[src/rtl/core/gradient_noise_2d_eval_assert.svh]
// assertion macros for the gradient noise block
// expects clk and rst_n in the scope of each use
`ifndef GRADIENT_NOISE_2D_EVAL_ASSERT_SVH
`define GRADIENT_NOISE_2D_EVAL_ASSERT_SVH

// same-cycle implication
`define GN2D_ASSERT_IMP(lbl, ante, cons, msg) \
  lbl: assert property (@(posedge clk) disable iff (!rst_n) (ante) |-> (cons)) else $error(msg);

// next-cycle implication
`define GN2D_ASSERT_NXT(lbl, ante, cons, msg) \
  lbl: assert property (@(posedge clk) disable iff (!rst_n) (ante) |=> (cons)) else $error(msg);

`endif

[src/rtl/core/gn2d_pkg.sv]
// shared types and constants for the gradient noise block
// no dependencies
package gn2d_pkg;

  localparam int GRID_SIDE = 64;
  localparam int FRAC_BITS = 16;
  localparam int POS_W     = FRAC_BITS + 1;
  localparam int GRAD_W    = 16;
  localparam int CFG_W     = 7;
  localparam int OFF_W     = FRAC_BITS + 2;
  localparam int TT_W      = 2 * POS_W;
  localparam int Q_W       = 2 * FRAC_BITS + 4;
  localparam int Q1_W      = Q_W - FRAC_BITS;
  localparam int FADE_W    = POS_W + Q1_W - FRAC_BITS;
  localparam int WGT_W     = 2 * FADE_W - FRAC_BITS;
  localparam int DOT_W     = GRAD_W + OFF_W + 1 - 14;
  localparam int PROD_W    = WGT_W + 1 + DOT_W;
  localparam int ACC_W     = PROD_W + 2;
  localparam int IN_DATA_W = 80;
  localparam int OUT_DATA_W = 24;

  localparam logic [POS_W-1:0] ONE_Q = POS_W'(1) << FRAC_BITS;

  localparam logic KIND_WRITE = 1'b0;
  localparam logic KIND_EVAL  = 1'b1;

  localparam logic REG_GRID_WIDTH  = 1'b0;
  localparam logic REG_GRID_HEIGHT = 1'b1;

  typedef logic [POS_W-1:0]         pos_t;
  typedef logic [FADE_W-1:0]        fade_t;
  typedef logic signed [DOT_W-1:0]  dot_t;

endpackage

[src/rtl/core/gn2d_fade.sv]
// four-stage quintic fade 6t^5-15t^4+10t^3 in q.16, round half up
// depends on gn2d_pkg
module gn2d_fade import gn2d_pkg::*; (
  input  logic  clk,
  input  logic  en,
  input  pos_t  t_i,
  output fade_t f_o
);

  localparam logic [Q_W-1:0] HALF = Q_W'(1) << (FRAC_BITS - 1);

  pos_t             a_t_r, b_t_r, b_t2_r, c_t3_r;
  logic [TT_W-1:0]  a_tt_r;
  logic [Q1_W-1:0]  b_q1_r, c_q1_r;
  fade_t            f_r;

  pos_t             t2_nxt, t3_nxt;
  logic [Q1_W-1:0]  q1_nxt;
  fade_t            f_nxt;
  logic [Q_W-1:0]   q;
  logic [TT_W-1:0]  p3;
  logic [Q_W:0]     p5;

  always_comb begin
    t2_nxt = POS_W'((Q_W'(a_tt_r) + HALF) >> FRAC_BITS);
    q = Q_W'(6) * Q_W'(a_tt_r) + (Q_W'(10) << (2 * FRAC_BITS))
        - ((Q_W'(15) * Q_W'(a_t_r)) << FRAC_BITS);
    q1_nxt = Q1_W'((q + HALF) >> FRAC_BITS);
    p3 = TT_W'(b_t2_r) * TT_W'(b_t_r);
    t3_nxt = POS_W'((Q_W'(p3) + HALF) >> FRAC_BITS);
    p5 = (Q_W+1)'(c_t3_r) * (Q_W+1)'(c_q1_r);
    f_nxt = FADE_W'((p5 + (Q_W+1)'(HALF)) >> FRAC_BITS);
  end

  always_ff @(posedge clk) begin
    if (en) begin
      a_t_r  <= t_i;
      a_tt_r <= TT_W'(t_i) * TT_W'(t_i);
      b_t_r  <= a_t_r;
      b_t2_r <= t2_nxt;
      b_q1_r <= q1_nxt;
      c_t3_r <= t3_nxt;
      c_q1_r <= b_q1_r;
      f_r    <= f_nxt;
    end
  end

  assign f_o = f_r;

endmodule

[config.mk]
export PLATFORM = sky130hd
export DESIGN_NAME = gn2d_fade
export DESIGN_NICKNAME = d
export VERILOG_FILES = /design/src/rtl/core/gradient_noise_2d_eval_assert.svh /design/src/rtl/core/gn2d_pkg.sv /design/src/rtl/core/gn2d_fade.sv
export SDC_FILE = /design/constraint.sdc
export NUM_CORES = 2
export LEC_CHECK = 0
export ABC_AREA = 1
export BUFFER_PORTS_ARGS = -buffer_cell sky130_fd_sc_hd__buf_4
export CAP_MARGIN = 30
export CORE_AREA = 2 2 264 266
export CTS_CLUSTER_DIAMETER = 60
export CTS_CLUSTER_SIZE = 24
export DETAILED_ROUTE_END_ITERATION = 8
export DIE_AREA = 0 0 266 268
export PLACE_DENSITY = 0.8
export SYNTH_ARGS = -nofsm -noshare
export SYNTH_HDL_FRONTEND = slang
export SYNTH_SLANG_ARGS = --single-unit
[constraint.sdc]
create_clock -name clk -period 7.91 [get_ports clk]
set_input_delay 0.791 -clock clk [delete_from_list [all_inputs] [get_ports clk]]
set_output_delay 0.791 -clock clk [all_outputs]
set_load 0.005 [all_outputs]
[Yosys cells after proc, flatten, opt, wreduce, memory -nomap -nowiden]
Index checks and enable logic that the tools add are counted.
Word-level totals
  flip-flop bits (word level): 163
  bits in latches: 0
  memory bits (writable): 0
  memory bits (read-only): 0
  input bits: 19
  output and inout port bits: 21
  word-level logic and storage cells: 19
  memories kept: 0
Operators by class
  add/subtract/negate cells: 6
  multiply operators: 5
  div/mod/pow operators: 0
  $lt $le $gt $ge: 0
  equality and inequality tests: 0
  shift-type cells: 0
  multiplexer cells: 0
  bitwise operators: 0
  reduce and logical (&&, ||, !) cells: 0
Operators with widths (count)
  33-bit by 16-bit adder with 33-bit output, second input constant: 2
  37-bit by 16-bit adder with 37-bit output, second input constant: 1
  17-bit by 20-bit multiplier with 37-bit output: 1
  36-bit by 16-bit adder with 36-bit output, second input constant: 1
  36-bit adder, second input constant: 1
  36-bit subtractor: 1
  2-bit by 34-bit multiplier with 35-bit output, first input constant: 1
  17-bit by 17-bit multiplier with 34-bit output: 1
  17-bit by 17-bit multiplier with 33-bit output: 1
  4-bit by 17-bit multiplier with 20-bit output, first input constant: 1

[Longest topological paths before layout]
  depth after elaboration: 4
  gate-level depth with buffers: 29

[Worst setup path after synthesis]
OpenSTA, ideal clock, no wires.
  path type: input to register
  start point: in t_i[8]
  end point: reg a_tt_r[28], data pin
  library setup time: 0.259 ns
  data arrival time: 5.723 ns
  data required time: 7.651 ns
  setup slack: 1.928 ns
  stages: 22
  buffers on the path: 2
  cell sequence: clkbuf_1 -> clkbuf_1 -> nand2_1 -> fa_1 -> inv_1 -> fa_1 -> inv_1 -> fa_1 -> inv_1 -> fa_1 -> fa_1 -> inv_1 -> fa_1 -> inv_1 -> ha_1 -> nand2_1 -> nor2_1 -> and3_1 -> nand3_1 -> nand3_1 -> a21oi_1 -> xnor2_1
On the way
  longest elaborated chain between the ends: 1
RTL lines
  from (decl): line gn2d_fade.sv:6  | input pos_t t_i,
  17-bit by 17-bit multiplier with 34-bit output: line gn2d_fade.sv:38  | a_tt_r <= TT_W'(t_i) * TT_W'(t_i);
  to (signal assigned): line gn2d_fade.sv:38
  to (decl): line gn2d_fade.sv:13  | logic [TT_W-1:0] a_tt_r;
No other way between the ends.
A chain may end at the register's enable or synchronous reset.

[Worst setup path after layout]
  start point: reg c_t3_r[2]
  end point: reg f_r[16] (netlist: f_o[16]), data pin
On the way
  longest elaborated chain between the ends: 2
RTL lines
  from (decl): line gn2d_fade.sv:12  | pos_t a_t_r, b_t_r, b_t2_r, c_t3_r;
  from (signal assigned): line gn2d_fade.sv:42  | c_t3_r <= t3_nxt;
  17-bit by 20-bit multiplier with 37-bit output: line gn2d_fade.sv:31  | p5 = (Q_W+1)'(c_t3_r) * (Q_W+1)'(c_q1_r);
  37-bit by 16-bit adder with 37-bit output: line gn2d_fade.sv:32  | f_nxt = FADE_W'((p5 + (Q_W+1)'(HALF)) >> FRAC_BITS);
  named net f_nxt[16]: line gn2d_fade.sv:19  | fade_t f_nxt;
  to (signal assigned): line gn2d_fade.sv:44  | f_r <= f_nxt;
  to (decl): line gn2d_fade.sv:15  | fade_t f_r;
The timed path passes the listed nets, and every way through them passes these cells.

==> summary.md <==
| Metric | Value |
|---|---|
| Syn avg cell area | 7.977 sq um |
| Postcts setup bufs | 0 |
| DIE HEIGHT | 268 microns |
| RePlAce Congestion | 0.9376 |
| R2R depth | 20 |
| Count of different cell masters after synthesis | 52 |
| Met2 wire len | 48360 microns |
| Slew Viols, Final | 0 |
| Levels on crit path | 20 |
| Initial Util | 0.5991 |
| CP Max Fanout | 21 |
| Drt total wl | about 98000 microns |
| Worst Tran Pin Value | 0.9974 ns |
| Critical path cell sequence | nand2_1 -> fa_1 -> fa_1 -> inv_1 -> fa_1 -> fa_1 -> fa_1 -> inv_1 -> fa_1 -> inv_1 -> ha_1 -> nand2_1 -> nand2_1 -> a21o_1 -> a21oi_1 -> o22ai_1 -> nor2_1 -> nand2_1 -> nand2_1 -> nand2_1 |
| Ant. Diodes | 0 |
| Top Layer Used | met4 |
| Mapped Area | 40870 sq um |
| Number of synthesized flops with an enable pin | between 150 and 200 |
| Min Tclk post-route | between 6 and 7 ns |
| Routed Antenna Nets | 0 |
| Routed wl met3 | 7300 microns |
| Hold Path Class | flop to flop |
| Clock Latency Late Sink | 0.49 ns |
| Reg-to-reg slack, setup | 1.83 ns |
| WP data required | 8.17 ns |
| H-tree depth | 4 |
| Dpl cell area | 41620 sq um |
| Vias in the first global route | 33.87k |
| Detail Placement HPWL | 80060 microns |
| Status | finished clean |
| CTS resizes | 0 |
| # fillers | 5843 |
| F_max | between 150 and 200 MHz |
| Final Skew | 0.01571 ns |
| Finish-stage setup viols | 0 |
| Port Buffers | 39 |
| Clock slew at reported path FFs | ~0.080 ns |
| Yosys reg bits | around 160 |
| Worst EP arrival | 6.33 ns |
| Layout area overhead | 3.484% |
| CTS tree | built |
| Die ar. | 71290 sq um |
| Mapped Nets | 6302 |
| Crit path capture | f_o[16] |
| Critical Path Source | c_t3_r[2] |
| Vias after detailed routing | between 30k and 40k |
| GR Util All Layers | 0.2897 |
| Wirelength per Cell | about 17 microns |
| Seq/Total Area, Yosys | 0.1183 |
| DR pass1 iterations | 6 |
| CTS Root Cell | clkbuf_16 |
| R2R Path End | f_o[16] |
| Initial antenna violation count | 0 |
| Clock Tree Buf Depth | 2 |
| Post-synthesis instance total | 5124 |
| Dominant synthesized flop cell | edfxtp_1 |
| Worst r2r src | c_t3_r[2] |
| Crit share post-route | 0.7683 |
| MaxCap Viol Count | 0 |
| Synth area leaders | fa_1 35%, ha_1 14%, inv_1 13% |
| DRT iter0 DRCs | approximately 2.4k |
| First-pass GRT wire length | 164200 microns |
| Buf/Inv on CP | 3 |
| Core area | 68230 sq um |
| Critical path type | flop to flop |
| Fin nets | approximately 6.2k |
| Ys async rst share | 0 |
| RSZ-0062 raised after global routing | no |
| Largest stage delay, worst path | 0.93 ns |
| Total grt overflow | 0 |
| Layout cells sized above 1 | 0.02489 |
| Pin count of the biggest net entering global routing | 84 |
| Largest delay share family, worst path | adder cells |
| Die width | 266 microns |
| M1 WL | between 30000 and 40000 microns |
| Hold_buf cts | 0 |
| Final Hold Fails | 0 |
| Relative slew margins | 0.3350 |
| Biggest area consumer among synthesized cells | fa_1 |
| TNS Setup | 0 ns |
| Post-route cell area | 42300 sq um |
| Share of the synthesized area in the top cell type | 0.3497 |
| CTS Sinks | 161 |
| Critical Path Slowest Stage Cell | edfxtp_1 |
| # IOs | 40 |
| CP Launch Type | flop |
| DRC | 0 |
| Worst Setup End Kind | flop |
| Detailed-route vias per instance | 5.364 |
| TritonCTS buffer count | 17 |
| Row count | 96 |
| YS warnings | 0 |
==> synthesized netlist by cell type, drive strengths merged, types with 5 or more instances <==
cell and number:
a21boi 7, a21o 23, a21oi 201, a31oi 16, buf 7, clkbuf 172, edfxtp 161, fa 714
ha 445, inv 1449, nand2 1260, nand3 106, nand3b 8, nand4 11, nor2 194, nor3 36
nor4 6, o211ai 5, o21a 14, o21ai 105, o21bai 20, xnor2 47, xor2 94
==> sequential cells by signal (all words and copies together), names as in the netlist <==
register / flops
f_o: 21
c_t3_r: 17
c_q1_r: 20
a_tt_r: 32
b_t_r: 17
a_t_r: 17
b_t2_r: 17
b_q1_r: 20
==> worst min path at each step <==
stage | start | endpoint | slack, ns | depth (start not counted)
2_1_floorplan | b_q1_r[0] | c_q1_r[0] | 0.40 | 0
3_3_place_gp | b_q1_r[8] | c_q1_r[8] | 0.40 | 0
3_5_place_dp | b_q1_r[8] | c_q1_r[8] | 0.41 | 0
4_1_cts | b_q1_r[8] | c_q1_r[8] | 0.42 | 0
5_1_grt | b_q1_r[8] | c_q1_r[8] | 0.43 | 0
6_report | b_q1_r[8] | c_q1_r[8] | 0.42 | 0
==> layout by cell type (no fill, tap or decap), drive strengths merged, types with 3 or more instances in the layout <==
cell,n
and2,3
nor3,36
a21o,23
o21a,14
bufinv,3
nor2,194
inv,1455
nand3,106
ha,445
clkbuf,18
a21boi,7
fa,714
nand2,1260
nand3b,8
o2111ai,3
a31oi,16
xor2,94
clkinv,4
nor4,6
nor3b,3
o21bai,20
buf,45
a21oi,201
edfxtp,161
xnor2,47
or2,3
nand4,11
o21ai,105
o211ai,5
==> layout make-up <==
class                           instances  area [sq um]  share of cell area
Multi-Input combinational cell       3335         29910              0.7072
Inverter                             1449          5439              0.1286
Sequential cell                       161          4835              0.1143
Tap cell                              882          1104             0.02609
Clock buffer                           18         429.2             0.01015
Timing Repair Buffer                   45         381.6            0.009023
Clock inverter                         14         195.2            0.004615
==> stage by stage <==
step | cells | util | hold WS [ns] | worst slack [ns]
6_report | 5904 | 0.6199 | 0.4186 | 1.833
5_1_grt | 5904 | 0.6199 | 0.4274 | 1.508
4_1_cts | 5902 | 0.6191 | 0.4211 | 1.913
3_5_place_dp | 5870 | 0.6100 | 0.4054 | 1.792
3_3_place_gp | 5870 | 0.6100 | 0.4015 | 1.738
2_1_floorplan | 5124 | - | 0.4003 | 1.928
==> cells by family after synthesis <==
group	count (synthesis)	synth area share
flip-flops	161	0.1183
AND/OR/NAND/NOR	1632	0.1592
AO/OA/AOI/OAI	402	0.05642
adder cells (fa/ha/maj)	1159	0.4859
XOR/XNOR	141	0.03021
buffers and inverters	1628	0.1499
other	1	0.00009175
==> per-layer routing <==
layer / vias to the layer above / track usage
li1: 14830 / -
met1: 15401 / 0.3646
met4: 0 / 0.1116
met2: 1218 / 0.5080
met5: - / 0
met3: 223 / 0.04087
Power is left out: the tool's default activity adds up to more than one toggle a clock period on the data nets, which glitch-free logic cannot reach.
